$ cat config.mk
export PLATFORM = sky130hd
export DESIGN_NAME = hotkey_remap_engine
export DESIGN_NICKNAME = d
export VERILOG_FILES = /design/src/rtl/hkr_pkg.sv /design/src/rtl/hkr_ram.sv /design/src/rtl/hkr_seq.sv /design/src/rtl/hotkey_remap_engine.sv
export SDC_FILE = /design/constraint.sdc
export NUM_CORES = 1
export LEC_CHECK = 0
export ABC_AREA = 1
export BUFFER_PORTS_ARGS = -buffer_cell sky130_fd_sc_hd__clkbuf_2
export CELL_PAD_IN_SITES_DETAIL_PLACEMENT = 1
export CELL_PAD_IN_SITES_GLOBAL_PLACEMENT = 2
export CORE_ASPECT_RATIO = 0.8
export CORE_MARGIN = 2
export CORE_UTILIZATION = 44
export DETAILED_ROUTE_END_ITERATION = 12
export GPL_TIMING_DRIVEN = 0
export PLACE_DENSITY_LB_ADDON = 0.1
export SYNTH_ARGS = -nofsm -noshare
export SYNTH_HDL_FRONTEND = slang
export SYNTH_SLANG_ARGS = --single-unit
export TNS_END_PERCENT = 100
$ cat constraint.sdc
create_clock -name i_clk -period 4.25 [get_ports i_clk]
set_input_delay 0.85 -clock i_clk [delete_from_list [all_inputs] [get_ports i_clk]]
set_output_delay 0.85 -clock i_clk [all_outputs]
set_load 0.05 [all_outputs]
$ cat src/rtl/hkr_pkg.sv
// hkr_pkg: shared types, codes and constants for the hotkey remap engine
// no dependencies; used by hkr_seq and hotkey_remap_engine
`default_nettype none

package hkr_pkg;

    typedef enum logic [1:0] {
        KIND_PASS = 2'd0,
        KIND_KEY  = 2'd1,
        KIND_CMD  = 2'd2,
        KIND_LOAD = 2'd3
    } t_kind;

    typedef enum logic [0:0] {
        ST_IDLE = 1'b0,
        ST_SCAN = 1'b1
    } t_state;

    localparam logic [7:0] KEY_CTRL  = 8'h11;
    localparam logic [7:0] KEY_SHIFT = 8'h10;
    localparam logic [7:0] KEY_ALT   = 8'h12;
    localparam logic [7:0] KEY_WIN   = 8'h5B;

    // emission slots, lowest first
    localparam int SLOTS          = 20;
    localparam int POS_REL_A      = 0;
    localparam int POS_PRS_B      = 4;
    localparam int POS_TGT_DN     = 8;
    localparam int POS_TGT_UP     = 9;
    localparam int POS_CMD        = 10;
    localparam int POS_REL_C      = 11;
    localparam int POS_PRS_D      = 15;
    localparam int POS_SINGLE     = 19;

    localparam int ENTRY_W = 40;

    typedef struct packed {
        logic        command;
        logic [7:0]  key_code;
        logic        key_released;
        logic        shift_held;
        logic        ctrl_held;
        logic        alt_held;
        logic        win_held;
        logic [3:0]  entry_index;
        logic [3:0]  entry_source_mods;
        logic [7:0]  entry_target_key;
        logic [3:0]  entry_target_mods;
        logic [15:0] entry_command_id;
    } t_in;

    typedef struct packed {
        t_kind       kind;
        logic [7:0]  out_key;
        logic        out_key_up;
        logic        out_extended;
        logic [15:0] out_command_id;
        logic        last;
    } t_out;

    typedef struct packed {
        logic [7:0]  src_key;
        logic [3:0]  src_mods;
        logic [7:0]  tgt_key;
        logic [3:0]  tgt_mods;
        logic [15:0] cmd_id;
    } t_entry;

    typedef struct packed {
        logic [SLOTS-1:0] mask;
        logic [7:0]       tgt_key;
        logic [15:0]      cmd_id;
        t_kind            single_kind;
    } t_job;

    function automatic logic [7:0] mod_key(input logic [1:0] b);
        logic [7:0] k;
        unique case (b)
            2'd0: k = KEY_CTRL;
            2'd1: k = KEY_SHIFT;
            2'd2: k = KEY_ALT;
            default: k = KEY_WIN;
        endcase
        return k;
    endfunction

endpackage

`default_nettype wire

$ cat src/rtl/hkr_ram.sv
// hkr_ram: generic single-write, single-read synchronous ram, registered read
// no dependencies
`default_nettype none

module hkr_ram #(
    parameter int WIDTH = 8,
    parameter int DEPTH = 16
) (
    input  wire                                   i_clk,
    input  wire                                   i_we,
    input  wire [((DEPTH > 1) ? $clog2(DEPTH) : 1)-1:0] i_waddr,
    input  wire [WIDTH-1:0]                       i_wdata,
    input  wire [((DEPTH > 1) ? $clog2(DEPTH) : 1)-1:0] i_raddr,
    output logic [WIDTH-1:0]                      o_rdata
);

    logic [WIDTH-1:0] r_mem [DEPTH];

    always_ff @(posedge i_clk) begin
        if (i_we) begin
            r_mem[i_waddr] <= i_wdata;
        end
        o_rdata <= r_mem[i_raddr];
    end

endmodule

`default_nettype wire

$ cat src/rtl/hkr_seq.sv
// hkr_seq: result sequencer; walks the slot mask of a job, one result per cycle while i_out_ready is high
// depends on hkr_pkg; output register parts the job side from the result channel
`default_nettype none

module hkr_seq (
    input  wire                 i_clk,
    input  wire                 i_rst_n,
    input  wire                 i_start,
    input  hkr_pkg::t_job       i_job,
    output logic                o_busy,
    output logic                o_out_valid,
    input  wire                 i_out_ready,
    output hkr_pkg::t_out       o_out_data
);

    logic                      r_busy;
    logic                      r_ovalid;
    hkr_pkg::t_job             r_job;
    hkr_pkg::t_out             r_out;

    logic                      n_busy;
    logic                      n_ovalid;
    hkr_pkg::t_job             n_job;
    hkr_pkg::t_out             n_out;

    logic [4:0]                pos;
    logic [hkr_pkg::SLOTS-1:0] rest;
    logic                      slot_free;

    always_comb begin
        pos = 5'd0;
        for (int i = hkr_pkg::SLOTS - 1; i >= 0; i--) begin
            if (r_job.mask[i]) begin
                pos = 5'(i);
            end
        end
        rest      = r_job.mask;
        rest[pos] = 1'b0;
        slot_free = !r_ovalid || i_out_ready;
    end

    always_comb begin
        n_busy   = r_busy;
        n_ovalid = r_ovalid && !i_out_ready;
        n_job    = r_job;
        n_out    = r_out;
        if (i_start) begin
            n_busy = 1'b1;
            n_job  = i_job;
        end else if (r_busy && slot_free) begin
            n_ovalid           = 1'b1;
            n_job.mask         = rest;
            n_busy             = (rest != '0);
            n_out              = '0;
            n_out.kind         = hkr_pkg::KIND_KEY;
            n_out.last         = (rest == '0);
            if (int'(pos) < hkr_pkg::POS_PRS_B) begin
                n_out.out_key    = hkr_pkg::mod_key(pos[1:0]);
                n_out.out_key_up = 1'b1;
            end else if (int'(pos) < hkr_pkg::POS_TGT_DN) begin
                n_out.out_key    = hkr_pkg::mod_key(pos[1:0]);
            end else if (int'(pos) == hkr_pkg::POS_TGT_DN) begin
                n_out.out_key      = r_job.tgt_key;
                n_out.out_extended = 1'b1;
            end else if (int'(pos) == hkr_pkg::POS_TGT_UP) begin
                n_out.out_key      = r_job.tgt_key;
                n_out.out_key_up   = 1'b1;
                n_out.out_extended = 1'b1;
            end else if (int'(pos) == hkr_pkg::POS_CMD) begin
                n_out.kind           = hkr_pkg::KIND_CMD;
                n_out.out_command_id = r_job.cmd_id;
            end else if (int'(pos) < hkr_pkg::POS_PRS_D) begin
                n_out.out_key    = hkr_pkg::mod_key(2'(pos - 5'(hkr_pkg::POS_REL_C)));
                n_out.out_key_up = 1'b1;
            end else if (int'(pos) < hkr_pkg::POS_SINGLE) begin
                n_out.out_key    = hkr_pkg::mod_key(2'(pos - 5'(hkr_pkg::POS_PRS_D)));
            end else begin
                n_out.kind = r_job.single_kind;
            end
        end
    end

    always_ff @(posedge i_clk) begin
        if (!i_rst_n) begin
            r_busy   <= 1'b0;
            r_ovalid <= 1'b0;
        end else begin
            r_busy   <= n_busy;
            r_ovalid <= n_ovalid;
        end
        r_job <= n_job;
        r_out <= n_out;
    end

    assign o_busy      = r_busy;
    assign o_out_valid = r_ovalid;
    assign o_out_data  = r_out;

endmodule

`default_nettype wire

$ cat src/rtl/hotkey_remap_engine.sv
// hotkey_remap_engine: top level; scans the mapping table ram for a match
// depends on hkr_pkg, hkr_ram and hkr_seq
// a load or key-release transaction goes straight to the sequencer; a key press scans
// one table entry per cycle until a hit or the last entry, then one result per cycle
// (up to 10) while i_out_ready is high; the next transaction is taken when the
// sequencer has issued its last result. reset empties the table via per-entry valid bits
`default_nettype none

module hotkey_remap_engine #(
    parameter int TABLE_ENTRIES = 16
) (
    input  wire            i_clk,
    input  wire            i_rst_n,
    input  wire            i_in_valid,
    output logic           o_in_ready,
    input  hkr_pkg::t_in   i_in_data,
    output logic           o_out_valid,
    input  wire            i_out_ready,
    output hkr_pkg::t_out  o_out_data
);

    localparam int AW = (TABLE_ENTRIES > 1) ? $clog2(TABLE_ENTRIES) : 1;
    localparam int CW = $clog2(TABLE_ENTRIES + 1);

    hkr_pkg::t_state       r_state, n_state;
    logic [CW-1:0]         r_addr, n_addr;
    logic [7:0]            r_key;
    logic [3:0]            r_held;
    logic                  r_rd_pend, n_rd_pend;
    logic                  r_rd_last, n_rd_last;
    logic                  r_rd_vld;
    logic [TABLE_ENTRIES-1:0] r_valid;

    logic                  accept;
    logic                  do_load;
    logic                  issue;
    logic [3:0]            held;
    logic [AW-1:0]         waddr;
    logic [AW-1:0]         raddr;
    hkr_pkg::t_entry       wentry;
    logic [hkr_pkg::ENTRY_W-1:0] rdata;
    hkr_pkg::t_entry       ent;
    logic                  hit;
    logic                  start;
    hkr_pkg::t_job         job;
    logic                  seq_busy;
    logic [3:0]            rel;
    logic [3:0]            prs;

    assign o_in_ready = (r_state == hkr_pkg::ST_IDLE) && !seq_busy;
    assign accept     = i_in_valid && o_in_ready;
    assign held       = {i_in_data.win_held, i_in_data.alt_held,
                         i_in_data.shift_held, i_in_data.ctrl_held};
    assign do_load    = accept && i_in_data.command &&
                        (int'(i_in_data.entry_index) < TABLE_ENTRIES);
    assign waddr      = AW'(i_in_data.entry_index);
    assign wentry     = '{src_key:  i_in_data.key_code,
                          src_mods: i_in_data.entry_source_mods,
                          tgt_key:  i_in_data.entry_target_key,
                          tgt_mods: i_in_data.entry_target_mods,
                          cmd_id:   i_in_data.entry_command_id};
    assign raddr      = r_addr[AW-1:0];
    assign issue      = (r_state == hkr_pkg::ST_SCAN) && (r_addr < CW'(TABLE_ENTRIES));

    hkr_ram #(
        .WIDTH (hkr_pkg::ENTRY_W),
        .DEPTH (TABLE_ENTRIES)
    ) u_table (
        .i_clk   (i_clk),
        .i_we    (do_load),
        .i_waddr (waddr),
        .i_wdata (wentry),
        .i_raddr (raddr),
        .o_rdata (rdata)
    );

    always_comb begin
        ent = r_rd_vld ? hkr_pkg::t_entry'(rdata) : '0;
        hit = r_rd_pend && (ent.src_key != 8'd0) && (ent.src_key == r_key) &&
              (ent.src_mods == r_held);
        rel = ent.src_mods & ~ent.tgt_mods;
        prs = ent.tgt_mods & ~ent.src_mods;
    end

    always_comb begin
        n_state   = r_state;
        n_addr    = r_addr;
        n_rd_pend = 1'b0;
        n_rd_last = r_rd_last;
        start     = 1'b0;
        job       = '0;
        job.tgt_key = ent.tgt_key;
        job.cmd_id  = ent.cmd_id;
        job.single_kind = hkr_pkg::KIND_PASS;
        unique case (r_state)
            hkr_pkg::ST_IDLE: begin
                if (accept) begin
                    if (i_in_data.command) begin
                        start = 1'b1;
                        job.single_kind = hkr_pkg::KIND_LOAD;
                        job.mask[hkr_pkg::POS_SINGLE] = 1'b1;
                    end else if (i_in_data.key_released) begin
                        start = 1'b1;
                        job.mask[hkr_pkg::POS_SINGLE] = 1'b1;
                    end else begin
                        n_state = hkr_pkg::ST_SCAN;
                        n_addr  = '0;
                    end
                end
            end
            hkr_pkg::ST_SCAN: begin
                if (issue) begin
                    n_addr    = r_addr + CW'(1);
                    n_rd_pend = 1'b1;
                    n_rd_last = (r_addr == CW'(TABLE_ENTRIES - 1));
                end
                if (hit) begin
                    start   = 1'b1;
                    n_state = hkr_pkg::ST_IDLE;
                    if (ent.cmd_id != 16'd0) begin
                        job.mask[hkr_pkg::POS_REL_A +: 4] = ent.src_mods;
                        job.mask[hkr_pkg::POS_CMD]        = 1'b1;
                        job.mask[hkr_pkg::POS_PRS_D +: 4] = ent.src_mods & r_held;
                    end else begin
                        job.mask[hkr_pkg::POS_REL_A +: 4] = rel;
                        job.mask[hkr_pkg::POS_PRS_B +: 4] = prs;
                        job.mask[hkr_pkg::POS_TGT_DN]     = 1'b1;
                        job.mask[hkr_pkg::POS_TGT_UP]     = 1'b1;
                        job.mask[hkr_pkg::POS_REL_C +: 4] = prs;
                        job.mask[hkr_pkg::POS_PRS_D +: 4] = rel & r_held;
                    end
                end else if (r_rd_pend && r_rd_last) begin
                    start   = 1'b1;
                    n_state = hkr_pkg::ST_IDLE;
                    job.mask[hkr_pkg::POS_SINGLE] = 1'b1;
                end
            end
            default: n_state = hkr_pkg::ST_IDLE;
        endcase
    end

    always_ff @(posedge i_clk) begin
        if (!i_rst_n) begin
            r_state   <= hkr_pkg::ST_IDLE;
            r_rd_pend <= 1'b0;
            r_valid   <= '0;
        end else begin
            r_state   <= n_state;
            r_rd_pend <= n_rd_pend;
            if (do_load) begin
                r_valid[waddr] <= 1'b1;
            end
        end
        r_addr    <= n_addr;
        r_rd_last <= n_rd_last;
        r_rd_vld  <= r_valid[raddr];
        if (accept) begin
            r_key  <= i_in_data.key_code;
            r_held <= held;
        end
    end

    hkr_seq u_seq (
        .i_clk       (i_clk),
        .i_rst_n     (i_rst_n),
        .i_start     (start),
        .i_job       (job),
        .o_busy      (seq_busy),
        .o_out_valid (o_out_valid),
        .i_out_ready (i_out_ready),
        .o_out_data  (o_out_data)
    );

endmodule

`default_nettype wire
### Word-level counts from Yosys, hierarchy flattened

Memories as Yosys holds them, arrays and structs flattened. A register that Yosys moved wholly into a read port is not among the register bits.
Cells that the tools add are included.

* register bits after elaboration: 114
* latch bits: 0
* bits in writable memories: 640
* bits in read-only memories: 0
* bits of input ports: 54
* output and inout port bits: 31
* logic and storage cells: 179
* memories: 1

Memory list
* u_table.r_mem: depth 16, bits a word 40, rd ports 1, clocked after Yosys merged registers in 1, write ports 1, RTL line hkr_ram.sv:17 `logic [WIDTH-1:0] r_mem [DEPTH];`

* add/subtract/negate cells: 3
* multipliers: 0
* div/mod/pow operators: 0
* order comparisons: 10
* equality and inequality tests: 16
* shift-type cells: 0
* muxes and demuxes: 84
* bitwise logic cells: 13
* reduce and logical (&&, ||, !) cells: 32

Operator list (number)
* 2-to-1 mux 5 bit: 24
* case mux 7 bit (3 select lines): 3
* 2-to-1 mux 16 bit: 3
* 2-to-1 mux 20 bit: 2
* 2-to-1 mux 40 bit: 1
* 2-to-1 mux 19 bit: 2
* 2-to-1 mux 9 bit: 3
* 2-to-1 mux 1 bit: 26
* 2-to-1 mux 8 bit: 3
* bitwise AND 20 bit: 1
* logical NOT 20 bit: 1
* NOT 20 bit: 1
* nonzero test 20 bit: 1
* 2-to-1 mux 18 bit: 1
* bitwise AND 4 bit: 4
* bitwise OR 16 bit: 1
* nonzero test 16 bit: 1
* == test 5 bit (second input constant): 3
* logical AND 1 bit: 12
* 2-to-1 mux 4 bit: 3
* less-than comparator 4 x 5 -> 1 bit (second input constant): 2
* less-than comparator 5 x 4 -> 1 bit (second input constant): 2
* less-than comparator 5 bit (second input constant): 2
* case mux 5 bit (2 select lines): 1
* other kinds (32): 55

### Longest topological paths before layout

Gate-level depths: netlist (run 1).

* depth in word-level cells: 30
* mapped depth: 32

### Modules after synthesis

Synthesis (run 1) repeated with hierarchy kept, for this count alone.

* cell total of the unflattened synthesis: 3307
* area, all modules: 34107.7 um^2

By module, submodules not included
* hkr_ram: times used 1, cells an instance 2643, area each 28290.9 um^2, sequential area each 20019.2 um^2
* hkr_seq: times used 1, cells an instance 334, area each 3588.4 um^2, sequential area each 2292.2 um^2
* hotkey_remap_engine: times used 1, cells an instance 330, area each 2228.4 um^2, sequential area each 920.9 um^2

### Worst setup path after synthesis (run 1)

Ideal clock, no wire load.

* kind: reg2reg
* from: reg r_state
* to: mem u_table.r_mem[0][0] (netlist bit), enable pin
* arrival: 3363 ps
* slack: 448 ps
* cell stages (with the launch flop): 6
* path buffers: 0
* clock period less this slack: 3802 ps
* cell sequence: dfxtp_1 > nor2_1 > nand2_1 > nor2_1 > nand3_1 > nor2_1

* word-level cells in the longest chain between the ends: 6

RTL lines
* start, declared: RTL line hotkey_remap_engine.sv:25 `hkr_pkg::t_state r_state, n_state;`
* start signal, assigned: RTL line hotkey_remap_engine.sv:144 `r_state <= hkr_pkg::ST_IDLE;`
* start signal, assigned: RTL line hotkey_remap_engine.sv:148 `r_state <= n_state;`
* NOT 1 bit
* logical AND 1 bit: RTL line hotkey_remap_engine.sv:50 `assign o_in_ready = (r_state == hkr_pkg::ST_IDLE) && !seq_busy;`
* via o_in_ready: RTL line hotkey_remap_engine.sv:15 `output logic o_in_ready,`
* logical AND 1 bit: RTL line hotkey_remap_engine.sv:51 `assign accept = i_in_valid && o_in_ready;`
* logical AND 1 bit: RTL line hotkey_remap_engine.sv:54 `assign do_load = accept && i_in_data.command &&`
* 2-to-1 mux 1 bit: RTL line hkr_ram.sv:20 `if (i_we) begin`
* 2-to-1 mux 1 bit (not written as such): RTL line hkr_ram.sv:21 `r_mem[i_waddr] <= i_wdata;`
* end, declared: RTL line hkr_ram.sv:17

The timed path passes the listed nets, and every way through them passes these cells.

==> results of run 1 <==
sequential cells by signal, summed over array words and instances, names as in the netlist:
name / cells
r_addr: 5
u_table.r_mem: 640
r_valid: 16
u_table.o_rdata: 40
u_seq.o_out_data: 29
u_seq.o_out_valid: 1
r_key: 8
r_held: 4
r_state: 1
u_seq.o_busy: 1
u_seq.r_job: 45
r_rd_vld: 1
r_rd_last: 1
r_rd_pend: 1
synthesized netlist by cell type, types with 5 or more instances:
library cell | count | area [um^2]
edfxtp_1 | 732 | 22000
nor2_1 | 416 | 1560
o21ai_0 | 365 | 1830
nand2_1 | 188 | 706
clkbuf_1 | 125 | 469
inv_1 | 111 | 417
o22ai_1 | 102 | 638
nand3_1 | 85 | 425
o221ai_1 | 62 | 543
dfxtp_1 | 61 | 1220
o211ai_1 | 22 | 165
o21ai_1 | 12 | 60.1
a21oi_1 | 10 | 50.1
nand4_1 | 9 | 56.3
ha_1 | 7 | 87.6
inv_2 | 6 | 22.5
nor2_2 | 6 | 37.5
buf_1 | 5 | 18.8
buf_2 | 5 | 25.0
clkinv_1 | 5 | 18.8
worst register-to-register path, cell delays in order (launching register included):
cell and delay [ns]:
edfxtp_1 0.37, buf_2 0.26, clkbuf_1 0.54, clkbuf_1 0.90
clkbuf_1 0.75, nor2_1 0.14, o22ai_1 0.18, nand2_1 0.13
nand3_1 0.38
metrics by stage:
stage	hold slack [ns]	area, um^2	power [uW]	TNS (ns)
2_1_floorplan	0.435	30600	9670	0
6_report	0.385	35300	17300	0
5_1_grt	0.366	35300	17800	0
4_1_cts	0.360	35300	17400	0
3_3_place_gp	0.444	32200	10200	-966.58
3_5_place_dp	0.461	32700	10300	0
logic make-up after synthesis:
logic type                 share of synthesized area
DFF                                            0.758
and+or+nand+nor                               0.0955
AOI/OAI and AO/OA                              0.110
buffers and inverters                         0.0326
adders and majority gates                    0.00286
xor gates and xnor gates                     0.00143
power by group through the flow:
stage,clock network [uW],registers (uW),logic [uW]
CTS,7310,8840,1290
global route,7590,8850,1400
detailed placement,0,9000,1280
finish,7220,8840,1280
floorplan,0,9040,635
global placement,0,9000,1230
cell type report:
class | instances | share of cell area
Inverter | 123 | 0.0132
Clock buffer | 103 | 0.0625
Timing Repair Buffer | 102 | 0.0222
Tap cell | 924 | 0.0327
Clock inverter | 42 | 0.0126
Sequential cell | 793 | 0.656
Multi-Input combinational cell | 1317 | 0.185
Buffer | 137 | 0.0150
final timing paths:
check,from,slack [ns],cells past startpoint,to
worst max-delay path,r_addr[0],0.45,8,u_table.o_rdata[20]
worst min-delay path,i_in_data[38],0.38,1,r_held[0]
worst max register to register,r_addr[0],0.45,8,u_table.o_rdata[20]
worst min register to register,r_valid[10],0.47,2,r_valid[10]
metal layers:
metal | share of wire | GRT usage | up-vias
met5 | 0 | 0 | -
met4 | 0.027 | 0.0798 | 0
met3 | 0.063 | 0.0359 | 172
met2 | 0.46 | 0.437 | 737
met1 | 0.45 | 0.394 | 10735
li1 | - | - | 9044
==> impl_metrics.toml, run 1 <==
[layout]
diodes = 0
layout_commonest_cell = "edfxtp_1"
nets = 2616
finalNonFillerCells = 3541
layout_common_cells = "edfxtp_1 (732), nor2_1 (399), o21ai_0 (365), nand2_1 (188), clkbuf_1 (138)"
area_delta_synth_final_pct = 15.4
fill_cells = 7027
fin_util = 0.513
multi_input_area_um2 = 6550
register_area_um2 = 23200
drive_gt1_frac = 0.102

[die]
die-area_um2 = 71700
initial_core_util = 0.445
die_h_um = 240
core-area_um2 = 68900
rows = 86
die_width_um = 299
ios = 85

[power]
p_sw_uw = 4130
intPower_uw = 13200
p_clk_frac = 0.416
p_leak_uw = 0.0120
p_per_area_nw_per_um2 = 491
ir_drop_mv = 0.382
seqPwrFrac = 0.510
comb_power_share = 0.074
sw_frac_of_total = 0.238

[yosys]
ys_types = 41
syn_area_per_cell_um2 = 12.9
ys_seq_area_frac = 0.758
syn_nets = 2431
synthCells = 2370
synth_flop_cell = "edfxtp_1"
yosys_warnings = 0
ys_async_sr_fraction = 0
synth-seq-cells = 793
synthesis.area_um2 = 30600
synth_edf_count = 732

[route]
vias = 20688
drt_iter0_drc = 1991
drc = 0
final_antenna_net_count = 0
drt-total-wl_um = 97900
avgViaCountPerCell = 5.84
dr.pass1.iters = 5
routedWlPerCell_um = 27.6

[sta]
hold_viol = 0
min_period_over_period = 0.894
fmax_mhz = 263
fin_crit_ns = 3.80
tightest_slew_ns = 1.13
fin_ws_ns = 0.449
finalMaxSlewViolations = 0
rsz0062_at_grt = "false"
fin_skew_ns = 0.0248
maxSlewHeadroom = 0.245
setup_viol = 0

[place]
place_congestion = 0.815
dp.final_hpwl_um = 66800
dpl.cell_count = 3396
io_buffers = 84
place_ws_ns = 0.462

[clock_network]
clkTransAtPathRegs_ns = 0.06
cts_inserted_buffers = 81
postCtsHoldBufs = 0
cts_max_level = 3
clockBufferDepth = 3
cts_resized = 0
post_cts_buffers = 0
cts_sinks = 793
cts_tree = "done"
clock_latency_ns = 0.64
clock-root-buffer = "clkbuf_16"

[critical_path]
critPathMaxStageDelay_ns = 0.90
crit_top_cell = "clkbuf_1"
cp_slowest_cell = "clkbuf_1"
cp_data_arrival_time_ns = 4.28
crit_type = "flip-flop to flip-flop"
cp_num_buf_inv = 4
cp_top_family = "buffers and inverters"
crit_chain = "buf_2 > clkbuf_1 > clkbuf_1 > clkbuf_1 > nor2_1 > o22ai_1 > nand2_1 > nand3_1"
cp_data_required_time_ns = 4.73
start_kind = "flip-flop"
path_max_fanout = 10
crit_path_end_kind = "flip-flop"

[global_route]
grt_max_degree = 35
grt_pass1_vias = 21148
grt_remaining_overflow = 0
grt_pass1_wl_um = 143000
grt_use_total = 0.273
antenna_found_initial = 2

[flow_run]
drv_cap = 0

[hold_path]
hold_class = "input port to flip-flop"

[run_status]
outcome = "completed"
No activity file was read; power rests on OpenSTA's default activity.
==> run 2, diff against run 1 <==
--- a/config.mk
+++ b/config.mk
@@ -7,14 +7,12 @@
 export LEC_CHECK = 0
 export ABC_AREA = 1
 export BUFFER_PORTS_ARGS = -buffer_cell sky130_fd_sc_hd__clkbuf_2
-export CELL_PAD_IN_SITES_DETAIL_PLACEMENT = 1
-export CELL_PAD_IN_SITES_GLOBAL_PLACEMENT = 2
 export CORE_ASPECT_RATIO = 0.8
 export CORE_MARGIN = 2
-export CORE_UTILIZATION = 44
+export CORE_UTILIZATION = 50
 export DETAILED_ROUTE_END_ITERATION = 12
 export GPL_TIMING_DRIVEN = 0
-export PLACE_DENSITY_LB_ADDON = 0.1
+export PLACE_DENSITY = 0.65
 export SYNTH_ARGS = -nofsm -noshare
 export SYNTH_HDL_FRONTEND = slang
 export SYNTH_SLANG_ARGS = --single-unit
==> constraint.sdc (replaced) <==
create_clock -name i_clk -period 4.14 [get_ports i_clk]
set_input_delay 0.828 -clock i_clk [delete_from_list [all_inputs] [get_ports i_clk]]
set_output_delay 0.828 -clock i_clk [all_outputs]
set_load 0.05 [all_outputs]
==> run 2 against run 1 <==
Net effect:
- global-route usage up 0.32 points
- clock power down 2%
- clock skew up 0.0018 ns
- first-iteration DRC count up 40%
- worst setup slack better by 0.35 ns
- sequential power up 2.6%
- sequential cell count unchanged
==> impl_metrics.toml, run 2 (synthesis gave the netlist of run 1 again) <==
[critical_path]
cp_data_arrival_time_ns = 3.85
crit_type = "flip-flop to flip-flop"
r2r_end = "u_table.o_rdata[17]"
crit_path_end_kind = "flip-flop"
ff2ff_setup_slack_ns = 0.79
start_kind = "flip-flop"
r2r_cells = 9
r2r_start = "r_addr[0]"
cp_data_required_time_ns = 4.64
path_max_fanout = 10

[clock_network]
cts_max_level = 3
clock-root-buffer = "clkbuf_16"
clockBufferDepth = 3
post_cts_buffers = 0
clock_latency_ns = 0.64
cts_sinks = 793
cts_inserted_buffers = 76
clkTransAtPathRegs_ns = 0.06
cts_tree = "done"
cts_resized = 0
postCtsHoldBufs = 0

[power]
p_per_area_nw_per_um2 = 496
p_clk_frac = 0.406
sw_frac_of_total = 0.231
seqPwrFrac = 0.521
intPower_uw = 13400
ir_drop_mv = 0.399
p_sw_uw = 4010
comb_power_share = 0.073
p_leak_uw = 0.0119

[sta]
rsz0062_at_grt = "false"
finalMaxSlewViolations = 0
fmax_mhz = 299
fin_tns_setup_ns = 0
tightest_slew_ns = 1.25
worst_hold_slack_ns = 0.392
fin_crit_ns = 3.35
fin_ws_ns = 0.794
hold_viol = 0
setup_viol = 0
fin_skew_ns = 0.0267
maxSlewHeadroom = 0.169
min_period_over_period = 0.808

[layout]
largest_reg_flops = 640
multi_input_area_um2 = 6550
top_regs = "u_table.r_mem (640), u_seq.r_job (45), u_table.o_rdata (40)"
stdcell_area_um2 = 35100
nets = 2613
fill_cells = 4788
layout_commonest_cell = "edfxtp_1"
fin_util = 0.577
regMostFlops = "u_table.r_mem"
area_delta_synth_final_pct = 14.6
drive_gt1_frac = 0.101
register_area_um2 = 23200
layout_common_cells = "edfxtp_1 (732), nor2_1 (399), o21ai_0 (365), nand2_1 (188), clkbuf_1 (145)"

[route]
drt_iter0_drc = 2785
routedWlPerCell_um = 25.4
dr.pass1.iters = 6
vias = 20421
avgViaCountPerCell = 6.00
drt-total-wl_um = 86600
wl_met1_um = 34500
met2_length_um = 38100
drc = 0
top_layer = "met5"
wl_met3_um = 10900
final_antenna_net_count = 0

[global_route]
grt_use_total = 0.277
grt_remaining_overflow = 0
grt_pass1_wl_um = 127000
grt_max_degree = 35
grt_pass1_vias = 19615
antenna_found_initial = 10

[die]
core-area_um2 = 60800
rows = 81
die-area_um2 = 63300
die_h_um = 225
initial_core_util = 0.504
ios = 85
die_width_um = 281

[place]
placed_area_um2 = 32500
io_buffers = 84
place_congestion = 0.889
dp.final_hpwl_um = 58000
place_ws_ns = 0.975

[hold_path]
hold_path.startpoint = "i_in_data[37]"
min_path_cells = 1
hold_class = "input port to flip-flop"
whs_endpoint = "r_held[2]"

[flow_run]
drv_cap = 0

[run_status]
outcome = "completed"
-- run 2: cell types whose count changed in the layout (fill, tap and decap cells not counted), moves of 3 or more --
cell / previous run / this run
clkbuf_1: 138 / 145
clkinv_1: 22 / 16
clkbuf_8: 8 / 4
clkinv_2: 10 / 13
diode_2: 0 / 3
-- run 2: area by class of cell --
type | count | share of cell area
Antenna cell | 3 | 0.000214
Buffer | 137 | 0.0152
Clock buffer | 105 | 0.0615
Clock inverter | 36 | 0.0107
Inverter | 123 | 0.0133
Multi-Input combinational cell | 1317 | 0.187
Sequential cell | 793 | 0.661
Tap cell | 788 | 0.0281
Timing Repair Buffer | 104 | 0.0232
-- run 2: layer usage --
metal  up-vias  track usage
li1       9030            -
met2      1232        0.418
met5         -            0
met1      9965        0.390
met3       190       0.0711
met4         4        0.100
-- run 2: worst max path at each step --
stage | slack, ns | endpoint | from | depth (start not counted)
2_1_floorplan | 0.34 | u_table.r_mem[0][0] | r_state | 5
3_3_place_gp | -1.56 | u_table.r_mem[8][26] | i_in_valid | 5
3_5_place_dp | 0.97 | u_table.r_mem[10][26] | i_in_valid | 6
4_1_cts | 0.94 | u_table.o_rdata[17] | r_addr[0] | 9
5_1_grt | 0.56 | u_seq.o_busy | u_seq.r_job[45] | 30
6_report | 0.79 | u_table.o_rdata[17] | r_addr[0] | 9
-- run 2: power groups by stage --
| stage | clock (uW) | combinational [uW] | sequential (uW) |
|---|---|---|---|
| final | 7050 | 1270 | 9070 |
| after global routing | 7440 | 1380 | 9080 |
| after CTS | 7110 | 1250 | 9060 |
| after detailed placement | 0 | 1240 | 9240 |
| after global placement | 0 | 1200 | 9240 |
| after floorplan | 0 | 652 | 9280 |
-- run 2: worst max-delay path: stages (launching register included) --
cell and delay, ns:
edfxtp_1 0.40, buf_2 0.22, clkbuf_1 0.26, inv_1 0.17, clkbuf_1 0.65, buf_1 0.64
nor2_1 0.08, o22ai_1 0.36, nand2_1 0.13, nand3_1 0.30
-- run 2: per-stage QoR --
step | std cells | total power [uW]
finish | 3406 | 17400
global route | 3405 | 17900
CTS | 3402 | 17400
detailed placement | 3261 | 10500
global placement | 3242 | 10400
floorplan | 2370 | 9930
